**config.mk**
```make
export PLATFORM = sky130hd
export DESIGN_NAME = window_minmax_mean_symmetric_flat
export DESIGN_NICKNAME = d
export VERILOG_FILES = /design/src/rtl/wmms_pkg.sv /design/src/rtl/wmms_if.sv /design/src/rtl/wmms_ram.sv /design/src/rtl/wmms_ctrl.sv /design/src/rtl/wmms_dp.sv /design/src/rtl/window_minmax_mean_symmetric.sv /design/src/flat_wrapper.sv
export SDC_FILE = /design/constraint.sdc
export NUM_CORES = 1
export LEC_CHECK = 0
export CORE_MARGIN = 2
export CORE_UTILIZATION = 50
export CTS_BUF_LIST = sky130_fd_sc_hd__clkbuf_16
export DETAILED_ROUTE_END_ITERATION = 16
export DONT_BUFFER_PORTS = 1
export PLACE_DENSITY = 0.75
export SLEW_MARGIN = 5
export SYNTH_ARGS = -nofsm -noshare
export SYNTH_HDL_FRONTEND = slang
export SYNTH_HIERARCHICAL = 1
export SYNTH_SLANG_ARGS = --single-unit
export TNS_END_PERCENT = 30
```
**constraint.sdc**
```tcl
create_clock -name clk -period 7.1 [get_ports clk]
set_clock_uncertainty 0.2 [all_clocks]
set_input_delay 1.775 -clock clk [delete_from_list [all_inputs] [get_ports clk]]
set_output_delay 1.775 -clock clk [all_outputs]
set_load 0.1 [all_outputs]
```
**src/rtl/wmms_pkg.sv**
```systemverilog
`default_nettype none

package wmms_pkg;

  // window geometry
  localparam int WINDOW_LEN  = 16;
  localparam int SAMPLE_BITS = 24;
  localparam int MEAN_SHIFT  = 4;

  localparam int PTR_BITS = $clog2(WINDOW_LEN);
  localparam int CNT_BITS = $clog2(WINDOW_LEN + 1);
  localparam int SUM_BITS = SAMPLE_BITS + PTR_BITS;
  localparam int SYM_BITS = SAMPLE_BITS + 1;

  // working widths for the mean and the interval arithmetic
  localparam int EXT_BITS  = (SUM_BITS > SAMPLE_BITS + 2) ? SUM_BITS : SAMPLE_BITS + 2;
  localparam int DIFF_BITS = SAMPLE_BITS + 2;

  // saturation limits
  localparam logic signed [EXT_BITS-1:0] MEAN_HI =
    EXT_BITS'((64'sd1 <<< (SAMPLE_BITS - 1)) - 64'sd1);
  localparam logic signed [EXT_BITS-1:0] MEAN_LO = -MEAN_HI - EXT_BITS'(1);
  localparam logic signed [DIFF_BITS-1:0] SYM_HI =
    DIFF_BITS'((64'sd1 <<< (SYM_BITS - 1)) - 64'sd1);
  localparam logic signed [DIFF_BITS-1:0] SYM_LO = -SYM_HI - DIFF_BITS'(1);

  localparam logic [CNT_BITS-1:0] FULL_COUNT = CNT_BITS'(WINDOW_LEN);
  localparam logic [PTR_BITS-1:0] LAST_PTR   = PTR_BITS'(WINDOW_LEN - 1);

  typedef logic signed [SAMPLE_BITS-1:0] sample_t;
  typedef logic signed [SYM_BITS-1:0]    sym_t;

  typedef enum logic [2:0] {
    ST_IDLE,
    ST_SCAN,
    ST_MEAN,
    ST_DIFF,
    ST_LOAD
  } wmms_state_t;

  // controller to datapath
  typedef struct packed {
    logic                wr_en;
    logic [PTR_BITS-1:0] wr_addr;
    logic                rd_en;
    logic [PTR_BITS-1:0] rd_addr;
    logic                scan_first;
    logic                scan_acc;
    logic                calc_mean;
    logic                calc_diff;
    logic                load_out;
  } wmms_cmd_t;

  // datapath to controller
  typedef struct packed {
    logic out_free;
  } wmms_stat_t;

endpackage

`default_nettype wire

```
**src/rtl/wmms_if.sv**
```systemverilog
`default_nettype none

// sample channel
interface wmms_in_if
  import wmms_pkg::*;
();
  logic    valid;
  logic    ready;
  sample_t sample;

  modport source (output valid, output sample, input ready);
  modport sink (input valid, input sample, output ready);
endinterface

// result channel
interface wmms_out_if
  import wmms_pkg::*;
();
  logic    valid;
  logic    ready;
  sample_t window_min;
  sample_t window_max;
  sample_t window_mean;
  sym_t    sym_low;
  sym_t    sym_high;

  modport source (output valid, output window_min, output window_max, output window_mean,
                  output sym_low, output sym_high, input ready);
  modport sink (input valid, input window_min, input window_max, input window_mean,
                input sym_low, input sym_high, output ready);
endinterface

`default_nettype wire

```
**src/rtl/wmms_ram.sv**
```systemverilog
`default_nettype none

module wmms_ram #(
  parameter int WIDTH = 8,
  parameter int DEPTH = 16
) (
  input  wire logic                     clk,
  input  wire logic                     we,
  input  wire logic [$clog2(DEPTH)-1:0] waddr,
  input  wire logic [WIDTH-1:0]         wdata,
  input  wire logic                     re,
  input  wire logic [$clog2(DEPTH)-1:0] raddr,
  output logic      [WIDTH-1:0]         rdata
);

  logic [WIDTH-1:0] mem [DEPTH];

  // one write port, one registered read port
  always_ff @(posedge clk) begin
    if (we) begin
      mem[waddr] <= wdata;
    end
    if (re) begin
      rdata <= mem[raddr];
    end
  end

endmodule

`default_nettype wire

```
**src/rtl/wmms_ctrl.sv**
```systemverilog
`default_nettype none

module wmms_ctrl
  import wmms_pkg::*;
(
  input  wire logic       clk,
  input  wire logic       rst,
  input  wire logic       in_valid,
  output logic            in_ready,
  input  wire wmms_stat_t stat,
  output wmms_cmd_t       cmd
);

  wmms_state_t         state, state_next;
  logic [CNT_BITS-1:0] fill_count, fill_count_next;
  logic [PTR_BITS-1:0] write_pointer, write_pointer_next;
  logic [CNT_BITS-1:0] scan_idx, scan_idx_next;
  logic                accept;

  assign accept = in_valid && in_ready;

  // next state
  always_comb begin
    state_next = state;
    case (state)
      ST_IDLE: begin
        if (accept && fill_count_next == FULL_COUNT) begin
          state_next = ST_SCAN;
        end
      end
      ST_SCAN: begin
        if (scan_idx == FULL_COUNT) begin
          state_next = ST_MEAN;
        end
      end
      ST_MEAN: state_next = ST_DIFF;
      ST_DIFF: state_next = ST_LOAD;
      ST_LOAD: begin
        if (stat.out_free) begin
          state_next = ST_IDLE;
        end
      end
      default: state_next = ST_IDLE;
    endcase
  end

  // pointer, fill and scan counters
  always_comb begin
    fill_count_next    = fill_count;
    write_pointer_next = write_pointer;
    scan_idx_next      = '0;
    if (accept) begin
      if (fill_count != FULL_COUNT) begin
        fill_count_next = fill_count + CNT_BITS'(1);
      end
      write_pointer_next = (write_pointer == LAST_PTR) ? '0 : write_pointer + PTR_BITS'(1);
    end
    if (state == ST_SCAN) begin
      scan_idx_next = scan_idx + CNT_BITS'(1);
    end
  end

  always_ff @(posedge clk) begin
    if (rst) begin
      state         <= ST_IDLE;
      fill_count    <= '0;
      write_pointer <= '0;
      scan_idx      <= '0;
    end else begin
      state         <= state_next;
      fill_count    <= fill_count_next;
      write_pointer <= write_pointer_next;
      scan_idx      <= scan_idx_next;
    end
  end

  // outputs
  always_comb begin
    in_ready       = (state == ST_IDLE);
    cmd            = '0;
    cmd.wr_en      = accept;
    cmd.wr_addr    = write_pointer;
    cmd.rd_addr    = scan_idx[PTR_BITS-1:0];
    case (state)
      ST_SCAN: begin
        cmd.rd_en      = (scan_idx != FULL_COUNT);
        cmd.scan_acc   = (scan_idx != '0);
        cmd.scan_first = (scan_idx == CNT_BITS'(1));
      end
      ST_MEAN: cmd.calc_mean = 1'b1;
      ST_DIFF: cmd.calc_diff = 1'b1;
      ST_LOAD: cmd.load_out  = stat.out_free;
      default: ;
    endcase
  end

endmodule

`default_nettype wire

```
**src/rtl/wmms_dp.sv**
```systemverilog
`default_nettype none

module wmms_dp
  import wmms_pkg::*;
(
  input  wire logic      clk,
  input  wire logic      rst,
  input  wire sample_t   sample,
  input  wire wmms_cmd_t cmd,
  output wmms_stat_t     stat,
  wmms_out_if.source     results
);

  logic [SAMPLE_BITS-1:0]        rd_raw;
  sample_t                       rd_val;
  sample_t                       mn, mx, mean;
  logic signed [SUM_BITS-1:0]    sum;
  logic signed [DIFF_BITS-1:0]   ldiff, rdiff;
  logic signed [EXT_BITS-1:0]    mean_full;
  logic signed [DIFF_BITS-1:0]   mean_ext, lo_full, hi_full, lo_sat, hi_sat;
  logic                          out_valid;

  // window storage
  wmms_ram #(
    .WIDTH (SAMPLE_BITS),
    .DEPTH (WINDOW_LEN)
  ) u_ram (
    .clk   (clk),
    .we    (cmd.wr_en),
    .waddr (cmd.wr_addr),
    .wdata (sample),
    .re    (cmd.rd_en),
    .raddr (cmd.rd_addr),
    .rdata (rd_raw)
  );

  assign rd_val = sample_t'(rd_raw);

  // running min, max and sum over the scan
  always_ff @(posedge clk) begin
    if (cmd.scan_acc) begin
      if (cmd.scan_first) begin
        mn  <= rd_val;
        mx  <= rd_val;
        sum <= SUM_BITS'(rd_val);
      end else begin
        if (rd_val < mn) begin
          mn <= rd_val;
        end
        if (rd_val > mx) begin
          mx <= rd_val;
        end
        sum <= sum + SUM_BITS'(rd_val);
      end
    end
  end

  // floor mean with saturation
  assign mean_full = EXT_BITS'(sum) >>> MEAN_SHIFT;

  always_ff @(posedge clk) begin
    if (cmd.calc_mean) begin
      if (mean_full > MEAN_HI) begin
        mean <= MEAN_HI[SAMPLE_BITS-1:0];
      end else if (mean_full < MEAN_LO) begin
        mean <= MEAN_LO[SAMPLE_BITS-1:0];
      end else begin
        mean <= mean_full[SAMPLE_BITS-1:0];
      end
    end
  end

  // distances from the mean to each end
  assign mean_ext = DIFF_BITS'(mean);

  always_ff @(posedge clk) begin
    if (cmd.calc_diff) begin
      ldiff <= mean_ext - DIFF_BITS'(mn);
      rdiff <= DIFF_BITS'(mx) - mean_ext;
    end
  end

  // widen the closer side, then saturate
  always_comb begin
    if (ldiff < rdiff) begin
      lo_full = mean_ext - rdiff;
      hi_full = DIFF_BITS'(mx);
    end else begin
      lo_full = DIFF_BITS'(mn);
      hi_full = mean_ext + ldiff;
    end
    lo_sat = (lo_full > SYM_HI) ? SYM_HI : ((lo_full < SYM_LO) ? SYM_LO : lo_full);
    hi_sat = (hi_full > SYM_HI) ? SYM_HI : ((hi_full < SYM_LO) ? SYM_LO : hi_full);
  end

  // output word register
  always_ff @(posedge clk) begin
    if (rst) begin
      out_valid <= 1'b0;
    end else if (cmd.load_out) begin
      out_valid <= 1'b1;
    end else if (results.ready) begin
      out_valid <= 1'b0;
    end
  end

  always_ff @(posedge clk) begin
    if (cmd.load_out) begin
      results.window_min  <= mn;
      results.window_max  <= mx;
      results.window_mean <= mean;
      results.sym_low     <= lo_sat[SYM_BITS-1:0];
      results.sym_high    <= hi_sat[SYM_BITS-1:0];
    end
  end

  assign results.valid = out_valid;
  assign stat.out_free = !out_valid || results.ready;

endmodule

`default_nettype wire

```
**src/rtl/window_minmax_mean_symmetric.sv**
```systemverilog
`default_nettype none

// channel   dir  payload
// samples   in   sample (24 bit signed, Q12.12)
// results   out  window_min, window_max, window_mean (24 bit), sym_low, sym_high (25 bit)
//
// an accepted word is written to the window in its accept cycle; until the window holds
// 16 samples, the block is ready again on the next cycle and gives no result
// with a full window, a word goes through the scan over the single window memory
// read port, then mean, distance and output load
// the output register lets a new sample be taken while a result waits; the load stalls
// until the register is free. synchronous reset empties the window and output register

module window_minmax_mean_symmetric
  import wmms_pkg::*;
(
  input wire logic    clk,
  input wire logic    rst,
  wmms_in_if.sink     samples,
  wmms_out_if.source  results
);

  wmms_cmd_t  cmd;
  wmms_stat_t stat;

  // sequencer
  wmms_ctrl u_ctrl (
    .clk      (clk),
    .rst      (rst),
    .in_valid (samples.valid),
    .in_ready (samples.ready),
    .stat     (stat),
    .cmd      (cmd)
  );

  // window memory and arithmetic
  wmms_dp u_dp (
    .clk     (clk),
    .rst     (rst),
    .sample  (samples.sample),
    .cmd     (cmd),
    .stat    (stat),
    .results (results)
  );

endmodule

`default_nettype wire
```
**src/flat_wrapper.sv**
```systemverilog
// flat-port wrapper written by rule: the top's interface ports become plain ports
module window_minmax_mean_symmetric_flat import wmms_pkg::*;
  (clk, rst, samples_valid, samples_sample, samples_ready, results_valid, results_window_min, results_window_max, results_window_mean, results_sym_low, results_sym_high, results_ready);
  wmms_in_if samples_i ();
  wmms_out_if results_i ();
  input wire logic clk;
  input wire logic rst;
  input wire logic [$bits(samples_i.valid)-1:0] samples_valid;
  input wire logic [$bits(samples_i.sample)-1:0] samples_sample;
  output wire logic [$bits(samples_i.ready)-1:0] samples_ready;
  output wire logic [$bits(results_i.valid)-1:0] results_valid;
  output wire logic [$bits(results_i.window_min)-1:0] results_window_min;
  output wire logic [$bits(results_i.window_max)-1:0] results_window_max;
  output wire logic [$bits(results_i.window_mean)-1:0] results_window_mean;
  output wire logic [$bits(results_i.sym_low)-1:0] results_sym_low;
  output wire logic [$bits(results_i.sym_high)-1:0] results_sym_high;
  input wire logic [$bits(results_i.ready)-1:0] results_ready;
  assign samples_i.valid = samples_valid;
  assign samples_i.sample = samples_sample;
  assign samples_ready = samples_i.ready;
  assign results_valid = results_i.valid;
  assign results_window_min = results_i.window_min;
  assign results_window_max = results_i.window_max;
  assign results_window_mean = results_i.window_mean;
  assign results_sym_low = results_i.sym_low;
  assign results_sym_high = results_i.sym_high;
  assign results_i.ready = results_ready;
  window_minmax_mean_symmetric u_core (.clk(clk), .rst(rst), .samples(samples_i), .results(results_i));
endmodule
```
# Yosys cells after proc, flatten, opt, wreduce, memory -nomap -nowiden
# Memory sizes are Yosys's and may differ from the RTL's. A register that Yosys moved wholly into a read port is not among the register bits.
# Cells that the tools add are included.
# word_totals
n_memories	1
regBits	292
output_inout_bits	124
ram_bits	384
word_cells	87
in_bits	28
# op_classes
add_sub_neg	8
n_reduce_logical	13
eq_ne	13
order_cmp	9
bitwise_logic	1
n_mux	26
# memory_table
name	words	width	read_ports	rd_ports_with_merged_regs	write_ports	line_no	rtl
u_core.u_dp.u_ram.mem	16	24	1	1	1	wmms_ram.sv:16	logic [WIDTH-1:0] mem [DEPTH];
# ops
cell	n
24-bit 2-to-1 mux	5
26-bit by 25-bit greater-than comparator with 1-bit output (second input constant)	2
26-bit by 25-bit < comparator with 1-bit output (second input constant)	2
26-bit 2-to-1 mux	2
25-bit 2-to-1 mux	2
24-bit by 24-bit subtractor with 25-bit output	2
28-bit by 24-bit adder with 28-bit output	1
28-bit 2-to-1 mux	1
24-bit by 26-bit adder with 26-bit output	1
26-bit < comparator	1
24-bit by 26-bit subtractor with 26-bit output	1
24-bit greater-than comparator	1
24-bit greater-than comparator (second input constant)	1
24-bit < comparator	1
24-bit < comparator (second input constant)	1
3-bit one-hot mux with 5 select lines	1
5-bit by 1-bit adder with 5-bit output (second input constant)	2
5-bit == test (second input constant)	2
5-bit 2-to-1 mux	2
5-bit != test (second input constant)	2
3-bit 2-to-1 mux	3
1-bit 2-to-1 mux	8
3-bit by 2-bit == test with 1-bit output (second input constant)	2
2-bit nonzero test	3
other kinds (18)	21

# Logic depth before layout (Yosys ltp)
# depth
depth_word	7
mapped_depth	13
ltp_nobuf	12

# By module
# Netlist, hierarchy kept.
# by_module_without_submodules
mod	n_inst	seq_area_each_um2	area_each_um2	cells_each
wmms_dp	1	8187.9	17510.5	1612
wmms_ram	1	12251.8	15170.8	636
wmms_ctrl	1	340.3	968.4	118

# Least setup slack after synthesis
# No wires, ideal clock.
# synth_timing
kind	input-to-reg
startpoint	input port results_ready
endpoint	register u_core.u_dp.results.sym_high[0] (enable)
t_required_ns	6.403
setup_ns	0.497
t_arrival_ns	4.791
path_buffers	0
stages	2
slack_ns	1.612
path_cell_list	nand2b_1 > and3_1
# synth_rtl
item	line_no	rtl
start, declared	flat_wrapper.sv:17	input wire logic [$bits(results_i.ready)-1:0] results_ready;
end signal, assigned	wmms_dp.sv:113	results.sym_high <= hi_sat[SYM_BITS-1:0];
end, declared	wmms_if.sv:28	output sym_low, output sym_high, input ready);

# Worst setup path after layout
# layout_timing
startpoint	register u_core.u_dp.mean[6]
endpoint	register u_core.u_dp.results.sym_low[7], data pin
# layout_between
elab_chain_len	4
word_cells_on_any_way	5
cone_classes	add/sub: 1; order compare: 2; mux: 2
# layout_rtl
item	line_no	rtl
start, declared	wmms_dp.sv:16	sample_t mn, mx, mean;
start signal, assigned	wmms_dp.sv:64	mean <= MEAN_HI[SAMPLE_BITS-1:0];
start signal, assigned	wmms_dp.sv:66	mean <= MEAN_LO[SAMPLE_BITS-1:0];
start signal, assigned	wmms_dp.sv:68	mean <= mean_full[SAMPLE_BITS-1:0];
24-bit by 26-bit subtractor with 26-bit output (*)	wmms_dp.sv:86	lo_full = mean_ext - rdiff;
26-bit 2-to-1 mux (*)	wmms_dp.sv:85	if (ldiff < rdiff) begin
26-bit by 25-bit < comparator with 1-bit output	wmms_dp.sv:92	lo_sat = (lo_full > SYM_HI) ? SYM_HI : ((lo_full < SYM_LO) ? SYM_LO : lo_full);
25-bit 2-to-1 mux	wmms_dp.sv:92	
end signal, assigned	wmms_dp.sv:112	results.sym_low <= lo_sat[SYM_BITS-1:0];
end, declared	wmms_if.sv:28	
# Every way passes the cells marked *; elsewhere a longest branch is shown, timed or not.
# A chain may end at the register's enable or synchronous reset.

==> key figures <==
Routing
  • Routed wl met2: between 30000 and 40000 um
  • Routed length on met1: approximately 30000 um
  • 1st-pass router iterations: 5
  • Post-route ant nets: 0
  • DRT iter0 DRCs: just over 2000
  • WL met3: roughly 5600 um
  • Residual DRC: 0
  • Total routed wirelength: 77420 um
  • WL/cell: 23.42 um
  • DR top layer: met4
  • Vias per cell: between 6 and 7
  • DR vias: 20300

Clocking
  • TritonCTS Sinks: about 700
  • Setup bufs post-CTS: 0
  • Num CTS Buffers: between 70 and 80
  • Worst-skew pair later-pin latency: about 630 ps
  • H-tree levels: 3
  • Worst-path clk slew: ~60 ps
  • Hold buffers post-CTS: 0
  • Root Buffer: clkbuf_16
  • Clock tree from TritonCTS: done
  • Longest Clk Path Bufs: 3
  • Post-CTS resize count: 0

Timing
  • Final period utilization: 0.6262
  • Relative slew slack: 0.1725
  • Final Hold Viols: 0
  • TNS Setup: 0 ps
  • Final setup violation count: 0
  • RSZ-0062 raised after global routing: false
  • Worst-Margin Slew: ~1200 ps
  • Final WS setup: between 2000 and 3000 ps
  • Final slew viol count: 0
  • Fmax: around 0.22 GHz
  • Tmin final: 4446 ps

Pwr
  • Maximum vdd drop: about 260 uV
  • Total leakage power: about 13 nW
  • Total Power: about 0.0082 W
  • Pwr dens: 222.5 nW/um2

Critical path
  • Critical Path Fanout Max: 29
  • Crit path arrival time: between 4000 and 5000 ps
  • R2r startpoint: u_core/u_dp/mean[6]$_SDFFCE_PN1P_
  • Critical Path Start: u_core/u_dp/mean[6]$_SDFFCE_PN1P_
  • Req. time, crit path: 7220 ps
  • Crit end category: register
  • Setup crit start kind: register
  • Critical path type: register to register

Die
  • Row count: 95
  • Core area: 66920 um2
  • I/O pins: 152
  • Chip Height: 263.4 um
  • Die area: ~70000 um2
  • Initial Utilization: 0.5028
  • Horiz. Die Dim: roughly 260 um

Final layout
  • Final Util: 0.5517
  • Final net count: roughly 2600
  • Fraction of layout cells with a size suffix above 1: 0.1208
  • Synth-to-Final Area Change: 9.727%
  • Most common cell after layout, fill and taps aside: edfxtp_1
  • Inserted Diodes: 0
  • Most frequent cells in the layout: edfxtp_1 (680), ha_1 (202), inv_1 (166)

Logic synthesis
  • Predominant post-synthesis flop cell: edfxtp_1
  • Register area share after synthesis: 0.6175
  • Synth Register Bits: between 600 and 700
  • Synth Net Count: around 2600
  • Gate Count Post-Synth: 2366
  • Syn avg cell area: approximately 14 um2
  • Asr flop ratio synth: 0
  • Synth warnings: 6
  • Library cells used by synthesis: between 90 and 100
  • Post-synth EDFFs: roughly 700
  • Synthesized cell area: about 34000 um2

GRT
  • First-pass GRT wire length: 118500 um
  • Initial antenna violation count: 0
  • Via count of the first global-routing pass: approximately 20000
  • Global Route Usage Sum: 0.2234
  • Total grt overflow: 0
  • Largest net degree at the start of global routing: 78

Hold path
  • Class of the worst hold path: register to register
  • Hold Startpoint: u_core/u_dp/sum[19]$_DFFE_PP_

Run status
  • Outcome: finished clean

Placement
  • Pre-CTS WS: approximately 2800 ps
  • Post-DP HPWL: ~52000 um
  • PortBufs: 0
  • Final Wtd Congestion: about 0.93

Flow run
  • Max-cap violations: 0
## critical path, cell delays in order, from the launching register on
cell	delay [ps]
edfxtp_1	500
ha_1	420
a2111oi_1	640
a21oi_2	220
a2111oi_0	920
o31ai_1	200
a21oi_2	240
o32ai_2	100
buf_4	250
o21ai_0	300
a31oi_1	140
## cell type report
type | instances | area (um2)
sequential | 698 | 20790
clock buffer | 74 | 1852
tap | 873 | 1092
inverter | 152 | 570.5
multi-input combinational | 1420 | 11940
fill | 5173 | 30000
timing repair buffer | 31 | 232.7
clock inverter | 58 | 444.2
## path summary, 6_finish.rpt
kind	endpoint	slack [ps]	cells past startpoint
setup / recovery	u_core/u_dp/results.sym_low[7]$_SDFFCE_PN1P_	2650	10
hold / removal	u_core/u_dp/mean[15]$_SDFFCE_PN1P_	250	0
setup reg to reg	u_core/u_dp/results.sym_low[7]$_SDFFCE_PN1P_	2650	10
hold reg to reg	u_core/u_dp/mean[15]$_SDFFCE_PN1P_	250	0
## through the flow
step	hold slack [ps]	cells	area (um2)
floorplan	226.4	2366	33650
global placement	238.4	3174	34630
detailed placement	243.4	3174	34630
CTS	253.2	3306	36920
global route	275.1	3306	36920
finish	251.8	3306	36920
## sequential cells by signal, indices dropped and copies added, names as in the netlist, 4 cells and up
signal	count
u_core/u_ctrl/fill_count	5
u_core/u_dp/mn	24
u_core/u_ctrl/write_pointer	4
u_core/u_dp/results.sym_high	25
u_core/u_dp/results.window_max	24
u_core/u_dp/results.window_mean	24
u_core/u_dp/sum	28
u_core/u_dp/results.sym_low	25
u_core/u_dp/mean	24
u_core/u_ctrl/scan_idx	5
u_core/u_dp/rdiff	25
u_core/u_dp/ldiff	25
u_core/u_dp/u_ram/mem	384
u_core/u_dp/mx	24
u_core/u_dp/results.window_min	24
u_core/u_dp/u_ram/rdata	24
## synthesized netlist by cell type (all sizes together), types with 11 or more instances
cell	n	area, um2
a211oi	16	125.1
a21o	75	563.0
a21oi	115	598.1
a221o	25	250.2
a22oi	49	367.9
a31oi	31	200.2
and3	13	81.33
buf	39	270.3
clkbuf	57	215.2
dfxtp	18	360.4
edfxtp	680	20420
ha	202	2527
inv	151	566.8
mux4	96	2162
nand2	132	505.5
nand2b	25	156.4
nand3	28	140.1
nand4	20	125.1
nor2	132	495.5
nor2b	28	175.2
nor3	24	131.4
o211ai	11	82.58
o21a	40	300.3
o21ai	103	523.0
o21bai	12	90.09
o31ai	11	87.58
or3	11	73.82
xnor2	67	605.6
xor2	30	262.8
## layer usage
layer,up-vias,track usage
met3,164,0.04125
met2,853,0.3934
met1,10100,0.2770
met5,-,0
met4,0,0.07583
li1,9181,-
## kinds of logic after synthesis
family,count (synthesis),share of synthesized area
DFF,698,0.6175
xor gates and xnor gates,97,0.02580
muxes,104,0.06674
adders and majority gates,207,0.07808
buffers and inverters,248,0.03138
AOI/OAI and AO/OA,566,0.1168
and+or+nand+nor,446,0.06366
## power breakdown
group | internal [W] | switching [W] | total, W
registers | 0.00452 | 0.0000102 | 0.00453
clock network | 0.00203 | 0.00160 | 0.00363
logic | 0.0000240 | 0.0000386 | 0.0000626
total | 0.00657 | 0.00165 | 0.00822
(Power assumes the default switching activity.)
